### src/sv/pse_pkg.sv
// pse_pkg: shared types and codes for the postfix stack evaluator
// request kinds, operator codes, status codes and the controller/datapath interface
// no dependencies
`default_nettype none

package pse_pkg;

    localparam int DATA_W  = 32;
    localparam int COUNT_W = 7;

    localparam logic [DATA_W-1:0] DATA_MIN = 32'h8000_0000;
    localparam logic [DATA_W-1:0] DATA_ONES = 32'hFFFF_FFFF;

    // request kinds
    localparam logic [1:0] REQ_CLEAR = 2'd0;
    localparam logic [1:0] REQ_PUSH  = 2'd1;
    localparam logic [1:0] REQ_APPLY = 2'd2;

    // operator codes
    localparam logic [3:0] OP_PLUS = 4'd0;
    localparam logic [3:0] OP_NEG  = 4'd1;
    localparam logic [3:0] OP_LNOT = 4'd2;
    localparam logic [3:0] OP_BNOT = 4'd3;
    localparam logic [3:0] OP_MUL  = 4'd4;
    localparam logic [3:0] OP_DIV  = 4'd5;
    localparam logic [3:0] OP_MOD  = 4'd6;
    localparam logic [3:0] OP_ADD  = 4'd7;
    localparam logic [3:0] OP_SUB  = 4'd8;
    localparam logic [3:0] OP_SHL  = 4'd9;
    localparam logic [3:0] OP_SHR  = 4'd10;
    localparam logic [3:0] OP_AND  = 4'd11;
    localparam logic [3:0] OP_XOR  = 4'd12;
    localparam logic [3:0] OP_OR   = 4'd13;
    localparam logic [3:0] OP_LAND = 4'd14;
    localparam logic [3:0] OP_LOR  = 4'd15;

    // result status codes
    localparam logic [2:0] STATUS_OK      = 3'd0;
    localparam logic [2:0] STATUS_UNDER   = 3'd1;
    localparam logic [2:0] STATUS_OVER    = 3'd2;
    localparam logic [2:0] STATUS_DIVZERO = 3'd3;
    localparam logic [2:0] STATUS_DIVOVF  = 3'd4;

    // controller to datapath
    typedef struct packed {
        logic load;
        logic div_start;
        logic commit;
    } pse_cmd_t;

    // datapath to controller
    typedef struct packed {
        logic div_ok;
        logic div_busy;
    } pse_stat_t;

endpackage

`default_nettype wire

### src/sv/pse_divider.sv
// pse_divider: 32-bit signed divider, one quotient bit per cycle
// truncating quotient and remainder with the dividend's sign; uses pse_pkg
`default_nettype none

module pse_divider
(
    input  wire logic                         clk,
    input  wire logic                         rst_n,
    input  wire logic                         start,
    input  wire logic [pse_pkg::DATA_W-1:0]   dividend,
    input  wire logic [pse_pkg::DATA_W-1:0]   divisor,
    output logic                              busy,
    output logic [pse_pkg::DATA_W-1:0]        quotient,
    output logic [pse_pkg::DATA_W-1:0]        remainder
);

    localparam int DW = pse_pkg::DATA_W;
    localparam int CNT_W = $clog2(DW);

    logic             busy_reg;
    logic [CNT_W-1:0] cnt_reg;
    logic [DW-1:0]    quo_reg;
    logic [DW-1:0]    rem_reg;
    logic [DW-1:0]    dvs_reg;
    logic             neg_q_reg;
    logic             neg_r_reg;

    logic [DW:0]      trial;
    logic [DW:0]      diff;
    logic [DW-1:0]    abs_dividend;
    logic [DW-1:0]    abs_divisor;

    assign abs_dividend = dividend[DW-1] ? (~dividend + 1'b1) : dividend;
    assign abs_divisor  = divisor[DW-1]  ? (~divisor + 1'b1)  : divisor;

    assign trial = {rem_reg, quo_reg[DW-1]};
    assign diff  = trial - {1'b0, dvs_reg};

    always_ff @(posedge clk or negedge rst_n)
    begin
        if (!rst_n)
        begin
            busy_reg <= 1'b0;
            cnt_reg  <= '0;
        end
        else if (start)
        begin
            busy_reg <= 1'b1;
            cnt_reg  <= '0;
        end
        else if (busy_reg)
        begin
            cnt_reg <= cnt_reg + 1'b1;
            if (cnt_reg == CNT_W'(DW - 1))
            begin
                busy_reg <= 1'b0;
            end
        end
    end

    always_ff @(posedge clk)
    begin
        if (start)
        begin
            quo_reg   <= abs_dividend;
            rem_reg   <= '0;
            dvs_reg   <= abs_divisor;
            neg_q_reg <= dividend[DW-1] ^ divisor[DW-1];
            neg_r_reg <= dividend[DW-1];
        end
        else if (busy_reg)
        begin
            // restoring step: remainder stays below the divisor
            if (!diff[DW])
            begin
                rem_reg <= diff[DW-1:0];
                quo_reg <= {quo_reg[DW-2:0], 1'b1};
            end
            else
            begin
                rem_reg <= trial[DW-1:0];
                quo_reg <= {quo_reg[DW-2:0], 1'b0};
            end
        end
    end

    assign busy      = busy_reg;
    assign quotient  = neg_q_reg ? (~quo_reg + 1'b1) : quo_reg;
    assign remainder = neg_r_reg ? (~rem_reg + 1'b1) : rem_reg;

endmodule

`default_nettype wire

### src/sv/pse_datapath.sv
// pse_datapath: operand stack memory, top-of-stack register, operator logic,
// result registers; instantiates pse_divider and uses pse_pkg
`default_nettype none

module pse_datapath
#(
    parameter int STACK_DEPTH = 64
)
(
    input  wire logic                                clk,
    input  wire logic                                rst_n,
    input  wire logic [1:0]                          req_type,
    input  wire logic signed [pse_pkg::DATA_W-1:0]   operand_value,
    input  wire logic [3:0]                          op_code,
    input  wire pse_pkg::pse_cmd_t                   cmd,
    output pse_pkg::pse_stat_t                       stat,
    output logic signed [pse_pkg::DATA_W-1:0]        top_value,
    output logic [pse_pkg::COUNT_W-1:0]              stack_count,
    output logic [2:0]                               status
);

    localparam int DW = pse_pkg::DATA_W;
    localparam int CW = pse_pkg::COUNT_W;
    localparam int AW = $clog2(STACK_DEPTH);
    localparam int PW = $clog2(STACK_DEPTH + 1);

    logic [1:0]    req_reg;
    logic [DW-1:0] val_reg;
    logic [3:0]    op_reg;
    logic [PW-1:0] sp_reg;
    logic [DW-1:0] top_reg;
    logic [DW-1:0] rd_data_reg;
    logic [DW-1:0] mem [STACK_DEPTH];

    logic [DW-1:0]       top_value_reg;
    logic [CW-1:0]       stack_count_reg;
    logic [2:0]          status_reg;

    logic [PW-1:0] sp_minus2;
    logic [AW-1:0] rd_addr;
    logic          unary;
    logic          div_op;
    logic [PW-1:0] need;
    logic [PW-1:0] base;
    logic [DW-1:0] lhs;
    logic [DW-1:0] rhs;
    logic [DW-1:0] alu_res;
    logic [DW-1:0] op_res;
    logic [2:0]    st;
    logic [PW-1:0] sp_new;
    logic [DW-1:0] top_new;
    logic          wr_en;
    logic [AW-1:0] wr_addr;
    logic [DW-1:0] wr_data;
    logic          div_busy;
    logic [DW-1:0] div_quo;
    logic [DW-1:0] div_rem;

    // second entry from the top comes out of memory, top lives in top_reg
    assign sp_minus2 = sp_reg - PW'(2);
    assign rd_addr   = sp_minus2[AW-1:0];
    assign lhs       = rd_data_reg;
    assign rhs       = top_reg;

    assign unary  = (op_reg < pse_pkg::OP_MUL);
    assign div_op = (op_reg == pse_pkg::OP_DIV) || (op_reg == pse_pkg::OP_MOD);
    assign need   = unary ? PW'(1) : PW'(2);
    assign base   = sp_reg - need;

    always_comb
    begin
        case (op_reg)
            pse_pkg::OP_PLUS: alu_res = rhs;
            pse_pkg::OP_NEG:  alu_res = ~rhs + 1'b1;
            pse_pkg::OP_LNOT: alu_res = DW'(rhs == '0);
            pse_pkg::OP_BNOT: alu_res = ~rhs;
            pse_pkg::OP_MUL:  alu_res = lhs * rhs;
            pse_pkg::OP_ADD:  alu_res = lhs + rhs;
            pse_pkg::OP_SUB:  alu_res = lhs - rhs;
            pse_pkg::OP_SHL:  alu_res = lhs << rhs[4:0];
            pse_pkg::OP_SHR:  alu_res = DW'($signed(lhs) >>> rhs[4:0]);
            pse_pkg::OP_AND:  alu_res = lhs & rhs;
            pse_pkg::OP_XOR:  alu_res = lhs ^ rhs;
            pse_pkg::OP_OR:   alu_res = lhs | rhs;
            pse_pkg::OP_LAND: alu_res = DW'((lhs != '0) && (rhs != '0));
            pse_pkg::OP_LOR:  alu_res = DW'((lhs != '0) || (rhs != '0));
            default:          alu_res = '0;
        endcase
    end

    always_comb
    begin
        if (op_reg == pse_pkg::OP_DIV)
        begin
            op_res = div_quo;
        end
        else if (op_reg == pse_pkg::OP_MOD)
        begin
            op_res = div_rem;
        end
        else
        begin
            op_res = alu_res;
        end
    end

    always_comb
    begin
        st = pse_pkg::STATUS_OK;
        unique case (req_reg)
            pse_pkg::REQ_PUSH:
            begin
                if (sp_reg == PW'(STACK_DEPTH))
                begin
                    st = pse_pkg::STATUS_OVER;
                end
            end
            pse_pkg::REQ_APPLY:
            begin
                if (sp_reg < need)
                begin
                    st = pse_pkg::STATUS_UNDER;
                end
                else if (div_op && (rhs == '0))
                begin
                    st = pse_pkg::STATUS_DIVZERO;
                end
                else if (div_op && (lhs == pse_pkg::DATA_MIN) && (rhs == pse_pkg::DATA_ONES))
                begin
                    st = pse_pkg::STATUS_DIVOVF;
                end
            end
            default:
            begin
                st = pse_pkg::STATUS_OK;
            end
        endcase
    end

    always_comb
    begin
        sp_new  = sp_reg;
        top_new = top_reg;
        wr_en   = 1'b0;
        wr_addr = sp_reg[AW-1:0];
        wr_data = val_reg;
        unique case (req_reg)
            pse_pkg::REQ_CLEAR:
            begin
                sp_new = '0;
            end
            pse_pkg::REQ_PUSH:
            begin
                if (st == pse_pkg::STATUS_OK)
                begin
                    wr_en   = 1'b1;
                    top_new = val_reg;
                    sp_new  = sp_reg + 1'b1;
                end
            end
            pse_pkg::REQ_APPLY:
            begin
                if (st == pse_pkg::STATUS_OK)
                begin
                    wr_en   = 1'b1;
                    wr_addr = base[AW-1:0];
                    wr_data = op_res;
                    top_new = op_res;
                    sp_new  = base + 1'b1;
                end
            end
            default:
            begin
                sp_new = sp_reg;
            end
        endcase
    end

    pse_divider u_divider
    (
        .clk       (clk),
        .rst_n     (rst_n),
        .start     (cmd.div_start),
        .dividend  (lhs),
        .divisor   (rhs),
        .busy      (div_busy),
        .quotient  (div_quo),
        .remainder (div_rem)
    );

    assign stat.div_ok   = (req_reg == pse_pkg::REQ_APPLY) && div_op && (st == pse_pkg::STATUS_OK);
    assign stat.div_busy = div_busy;

    always_ff @(posedge clk or negedge rst_n)
    begin
        if (!rst_n)
        begin
            sp_reg <= '0;
        end
        else if (cmd.commit)
        begin
            sp_reg <= sp_new;
        end
    end

    always_ff @(posedge clk)
    begin
        if (cmd.load)
        begin
            req_reg <= req_type;
            val_reg <= operand_value;
            op_reg  <= op_code;
        end
        if (cmd.commit)
        begin
            top_reg         <= top_new;
            top_value_reg   <= (sp_new == '0) ? '0 : top_new;
            stack_count_reg <= CW'(sp_new);
            status_reg      <= st;
        end
    end

    // stack memory, one write and one registered read port
    always_ff @(posedge clk)
    begin
        if (cmd.commit && wr_en)
        begin
            mem[wr_addr] <= wr_data;
        end
        rd_data_reg <= mem[rd_addr];
    end

    assign top_value   = top_value_reg;
    assign stack_count = stack_count_reg;
    assign status      = status_reg;

`ifndef SYNTHESIS
    a_sp_bound: assert property (@(posedge clk) disable iff (!rst_n)
        sp_reg <= PW'(STACK_DEPTH))
        else $error("stack pointer beyond depth");

    a_err_keeps_sp: assert property (@(posedge clk) disable iff (!rst_n)
        (cmd.commit && (st != pse_pkg::STATUS_OK)) |=> $stable(sp_reg))
        else $error("failed item changed the stack pointer");
`endif

endmodule

`default_nettype wire

### src/sv/pse_ctrl.sv
// pse_ctrl: sequencing state machine for the postfix stack evaluator
// drives datapath commands and the output valid; uses pse_pkg
`default_nettype none

module pse_ctrl
(
    input  wire logic                clk,
    input  wire logic                rst_n,
    input  wire logic                in_valid,
    output logic                     in_stall,
    output logic                     out_valid,
    input  wire logic                out_stall,
    output pse_pkg::pse_cmd_t        cmd,
    input  wire pse_pkg::pse_stat_t  stat
);

    typedef enum logic [1:0] {
        S_IDLE,
        S_EXEC,
        S_DIVIDE
    } state_t;

    state_t state_reg;
    state_t state_next;
    logic   out_valid_reg;
    logic   out_valid_next;
    logic   out_free;

    // result register can take a new item
    assign out_free = !out_valid_reg || !out_stall;

    always_comb
    begin
        state_next     = state_reg;
        out_valid_next = out_valid_reg && out_stall;
        cmd            = '0;
        unique case (state_reg)
            S_IDLE:
            begin
                if (in_valid)
                begin
                    cmd.load   = 1'b1;
                    state_next = S_EXEC;
                end
            end
            S_EXEC:
            begin
                if (stat.div_ok)
                begin
                    cmd.div_start = 1'b1;
                    state_next    = S_DIVIDE;
                end
                else if (out_free)
                begin
                    cmd.commit     = 1'b1;
                    out_valid_next = 1'b1;
                    state_next     = S_IDLE;
                end
            end
            S_DIVIDE:
            begin
                if (!stat.div_busy && out_free)
                begin
                    cmd.commit     = 1'b1;
                    out_valid_next = 1'b1;
                    state_next     = S_IDLE;
                end
            end
            default:
            begin
                state_next = S_IDLE;
            end
        endcase
    end

    always_ff @(posedge clk or negedge rst_n)
    begin
        if (!rst_n)
        begin
            state_reg     <= S_IDLE;
            out_valid_reg <= 1'b0;
        end
        else
        begin
            state_reg     <= state_next;
            out_valid_reg <= out_valid_next;
        end
    end

    assign in_stall  = (state_reg != S_IDLE);
    assign out_valid = out_valid_reg;

`ifndef SYNTHESIS
    a_no_overwrite: assert property (@(posedge clk) disable iff (!rst_n)
        cmd.commit |-> out_free)
        else $error("result register overwritten while held");

    a_accept_exec: assert property (@(posedge clk) disable iff (!rst_n)
        (in_valid && !in_stall) |=> (state_reg == S_EXEC))
        else $error("accepted item not executed");

    a_div_runs: assert property (@(posedge clk) disable iff (!rst_n)
        cmd.div_start |=> stat.div_busy)
        else $error("divider did not start");
`endif

endmodule

`default_nettype wire

### src/sv/postfix_stack_evaluator_unit.sv
// postfix_stack_evaluator_unit: evaluates postfix integer expressions on an operand stack.
// Input channel (in_valid/in_stall) takes one item: req_type clears the stack, pushes
// operand_value or applies operator op_code to the top entries.
// Output channel (out_valid/out_stall) gives one item per input item: top_value (zero if
// the stack is empty), stack_count and status (ok, underflow, overflow, divide by zero,
// division overflow). A failed item leaves the stack as it was.
// Clear, push and all operators except div and mod are loaded, executed and committed to
// the output register; div and mod first wait for the one-bit-per-cycle divider.
// One item is in work at a time and is committed before the next is taken. A new item
// is taken while the previous result still waits on a stalled receiver; the block holds
// the next result until the output register frees.
// The second stack entry is read from the stack memory through a registered port; the
// top entry is kept in a register.
// Reset clears the stack pointer and the output valid and leaves the input open; the
// stack memory is not cleared, entries are always written before they are read.
// uses pse_pkg, pse_ctrl, pse_datapath
`default_nettype none

module postfix_stack_evaluator_unit
#(
    parameter int STACK_DEPTH = 64
)
(
    input  wire logic                                clk,
    input  wire logic                                rst_n,
    input  wire logic                                in_valid,
    output logic                                     in_stall,
    input  wire logic [1:0]                          req_type,
    input  wire logic signed [pse_pkg::DATA_W-1:0]   operand_value,
    input  wire logic [3:0]                          op_code,
    output logic                                     out_valid,
    input  wire logic                                out_stall,
    output logic signed [pse_pkg::DATA_W-1:0]        top_value,
    output logic [pse_pkg::COUNT_W-1:0]              stack_count,
    output logic [2:0]                               status
);

    pse_pkg::pse_cmd_t  cmd;
    pse_pkg::pse_stat_t stat;

    pse_ctrl u_ctrl
    (
        .clk       (clk),
        .rst_n     (rst_n),
        .in_valid  (in_valid),
        .in_stall  (in_stall),
        .out_valid (out_valid),
        .out_stall (out_stall),
        .cmd       (cmd),
        .stat      (stat)
    );

    pse_datapath
    #(
        .STACK_DEPTH (STACK_DEPTH)
    )
    u_datapath
    (
        .clk           (clk),
        .rst_n         (rst_n),
        .req_type      (req_type),
        .operand_value (operand_value),
        .op_code       (op_code),
        .cmd           (cmd),
        .stat          (stat),
        .top_value     (top_value),
        .stack_count   (stack_count),
        .status        (status)
    );

endmodule

`default_nettype wire
### config.mk
export PLATFORM = sky130hd
export DESIGN_NAME = postfix_stack_evaluator_unit
export DESIGN_NICKNAME = d
export VERILOG_FILES = /design/src/sv/pse_pkg.sv /design/src/sv/pse_divider.sv /design/src/sv/pse_datapath.sv /design/src/sv/pse_ctrl.sv /design/src/sv/postfix_stack_evaluator_unit.sv
export SDC_FILE = /design/constraint.sdc
export NUM_CORES = 2
export LEC_CHECK = 0
export BUFFER_PORTS_ARGS = -buffer_cell sky130_fd_sc_hd__clkbuf_2
export CAP_MARGIN = 20
export CORE_ASPECT_RATIO = 0.5
export CORE_MARGIN = 8
export CORE_UTILIZATION = 32
export DETAILED_ROUTE_END_ITERATION = 8
export GPL_TIMING_DRIVEN = 0
export HOLD_SLACK_MARGIN = 0.03
export SETUP_SLACK_MARGIN = 0.15
export SYNTH_ARGS = -nofsm -noshare
export SYNTH_HDL_FRONTEND = slang
export SYNTH_SLANG_ARGS = --single-unit
### constraint.sdc
create_clock -name clk -period 11.9 [get_ports clk]
set_clock_uncertainty 0.1 [all_clocks]
set_input_delay 2.975 -clock clk [delete_from_list [all_inputs] [get_ports clk]]
set_output_delay 2.975 -clock clk [all_outputs]
set_load 0.02 [all_outputs]
==> flow_summary.json <==
{
  "finish.instance_area_sq_mm": 0.137,
  "ys_seq_area_share_pct": 58.7,
  "clockRootBuffer": "clkbuf_16",
  "htreeDepth": 4,
  "top_register": "u_datapath.mem",
  "ys.flop_type": "edfxtp_1",
  "worstSetupPathType": "register to register",
  "synth.area.top_cells": "edfxtp_1 57%, mux4_2 14%, fa_1 7.0%, ha_1 2.9%, nor2_1 2.1%",
  "rows": 157,
  "synth_top_cell_area_share_pct": 57.2,
  "synth_cells": 7608,
  "tightest_slew_ns": 1.84,
  "fp.coreArea_sq_mm": 0.365,
  "slew_viol_final": 3,
  "drt_iter0_drc": 16000,
  "dpl.hpwl_microns": 479000,
  "violations": "max-slew violations, negative setup slack",
  "firstDrtPassIters": 9,
  "synth.distinct_cells": 88,
  "synth.ff_latch_count": 2306,
  "arrival_ns": 12.43,
  "yosysWarnings": 0,
  "utilization_pct": 37.6,
  "boundaryPins": 86,
  "start_util_pct": 32.0,
  "area_growth_pct": 17.3,
  "status": "finished, violations left",
  "final_cell_mix": "2,226 x edfxtp_1, 732 x mux4_2, 575 x nor2_1",
  "drtAntennaViolNets": 0,
  "cp_max_fo": 28,
  "fin_nets": 8971,
  "io_buffer_count": 85,
  "final_common_cell": "edfxtp_1",
  "post_drt_via_cell_ratio": 6.11,
  "rsz0062_at_grt": "false",
  "fin_crit_sh_pct": 101,
  "period_needed_ns": 11.96,
  "clock-sinks": 2306,
  "setup_viol": 35,
  "cpMaxStageDelayCell": "clkbuf_1",
  "wl_per_cell_microns": 44.8,
  "fin_ws_ns": -0.0637,
  "cp_data_required_time_ns": 12.37,
  "route.detailed.drc": 0,
  "clock_latency_ns": 1.00,
  "synth_area_per_cell_sq_um": 15.4,
  "startpoint_type": "register",
  "antenna_found_initial": 127,
  "cap_viol_max_count": 0,
  "cts_tree": "yes",
  "die-area_sq_mm": 0.386,
  "pre_cts_ws_ns": -1.36,
  "cpPeakStageDelay_ns": 0.91,
  "grt_max_degree": 65,
  "fmax_ghz": 0.0836,
  "cpMostUsedCell": "clkbuf_1",
  "syn_area_sq_mm": 0.117,
  "clk_path_buf_depth": 4,
  "post_dp_cell_area_sq_mm": 0.129,
  "grt_use_total_pct": 30.1,
  "numCtsBuffers": 213,
  "end_kind": "register",
  "vias": 82000,
  "hold_path_class": "register to register",
  "grt_pass1_wl_microns": 764000,
  "path_delay_family": "buffers and inverters",
  "maxSlewHeadroom_pct": -23.0,
  "yosys.area.top_type": "edfxtp_1",
  "ctsHoldBuffers": 0,
  "synthArstFlopShare_pct": 0.694,
  "gp_congestion": 1.04,
  "wirelength_microns": 602000,
  "grt-ovfl-total": 0,
  "synth-edff-count": 2226,
  "die_width_microns": 870,
  "drive_above_1_share_pct": 21.1,
  "largest_reg_flops": 2048,
  "clk_pin_slew_ns": 0.07,
  "fp.dieH_microns": 443,
  "grt_pass1_vias": 73200,
  "synth_fp_nets": 8332,
  "path_buf_inv": 9,
  "hold_viol": 0
}
==> worst register-to-register path, stage by stage, from the launching register on <==
cell      delay [ns]
edfxtp_1        0.52
clkbuf_1        0.41
inv_2           0.59
clkbuf_1        0.93
clkbuf_1        0.46
buf_16          0.24
ha_1            0.18
clkbuf_2        0.79
nand4_4         0.69
nor2_1          0.58
nand2_1         0.55
nand2_1         0.25
xnor2_1         0.14
ha_1            0.25
clkbuf_1        0.23
a21oi_1         0.73
nor3_1          0.13
a21oi_1         0.51
o211ai_1        0.25
a211oi_2        0.71
o21ai_0         0.34
a311oi_4        0.71
o31a_1          0.56
o31ai_4         0.27
buf_16          0.28
buf_16          0.22
==> area by class of cell <==
cell class                      instances  area (sq um)
Multi-Input combinational cell       4304         45600
Buffer                                454          1890
Sequential cell                      2306         68500
Clock buffer                          263          5630
Timing Repair Buffer                  431          5900
Antenna cell                          155           388
Tap cell                             4849          6070
Inverter                              537          2040
Fill cell                           33900        228000
Clock inverter                        122          1040
==> cells in the mapped netlist (34+ instances only) <==
cell      instances
a211oi_1         59
a21o_1           45
a21oi_1         211
a22oi_1          35
buf_1            91
clkbuf_1        356
dfxtp_1          64
edfxtp_1       2226
fa_1            411
ha_1            271
inv_1           511
mux2i_1          75
mux4_2          732
nand2_1         560
nand3_1          59
nor2_1          646
nor3_1           64
o211ai_1         40
o21ai_0         248
o31ai_1          34
xnor2_1         237
xor2_1           58
==> metrics by stage <==
step           cells  hold slack [ns]  TNS [ns]
6_report       13400            0.455    -0.832
5_1_grt        13300            0.494         0
4_1_cts        13200            0.456         0
3_5_place_dp   12800            0.442   -389.19
3_3_place_gp   12500            0.410         -
2_1_floorplan   7608            0.393         0
==> what timing repair did <==
action | 4_1_cts | 5_1_grt
pin swaps | 1 | 2
buffers inserted | 4 | 4
endpoints found under the setup margin | 943 | 401
gates resized for setup | 36 | 31
endpoints found under the hold margin | 0 | 0
gates cloned | 1 | 0
==> metal layers <==
| layer | global-route usage, % | share of wire (%) | up-vias |
|---|---|---|---|
| met5 | 3.88 | 0.30 | - |
| met4 | 5.93 | 2.4 | 60 |
| met3 | 18.4 | 19 | 699 |
| met2 | 31.5 | 32 | 6909 |
| met1 | 48.5 | 47 | 44000 |
| li1 | - | - | 30300 |
==> worst paths after layout <==
check / start / endpoint / slack, ns / depth (start not counted)
setup / recovery: u_datapath.rhs[1] / u_datapath.mem[5][27] / -0.06 / 25
hold / removal: u_datapath.u_divider.cnt_reg[4] / u_datapath.u_divider.cnt_reg[4] / 0.45 / 2
setup reg to reg: u_datapath.rhs[1] / u_datapath.mem[5][27] / -0.06 / 25
hold reg to reg: u_datapath.u_divider.cnt_reg[4] / u_datapath.u_divider.cnt_reg[4] / 0.45 / 2
max in group asynchronous: rst_n / u_datapath.u_divider.cnt_reg[4] / 9.43 / 1
min in group asynchronous: rst_n / u_datapath.u_divider.cnt_reg[0] / 1.92 / 1
==> cell families (layout without fill, tap and decap cells) <==
kind of cell    Yosys count  count (layout)  synth area share (%)
compound gates          927             927                  5.18
xor+xnor                295             295                  2.21
fa+ha+maj               682             682                  9.95
buf+inv                 999            1807                  3.24
flops                  2306            2306                  58.7
mux                     823             823                  14.9
other cells               0             155                     0
simple gates           1576            1577                  5.83
Power is left out: the tool's default activity adds up to more than one toggle a clock period on the data nets, which glitch-free logic cannot reach.
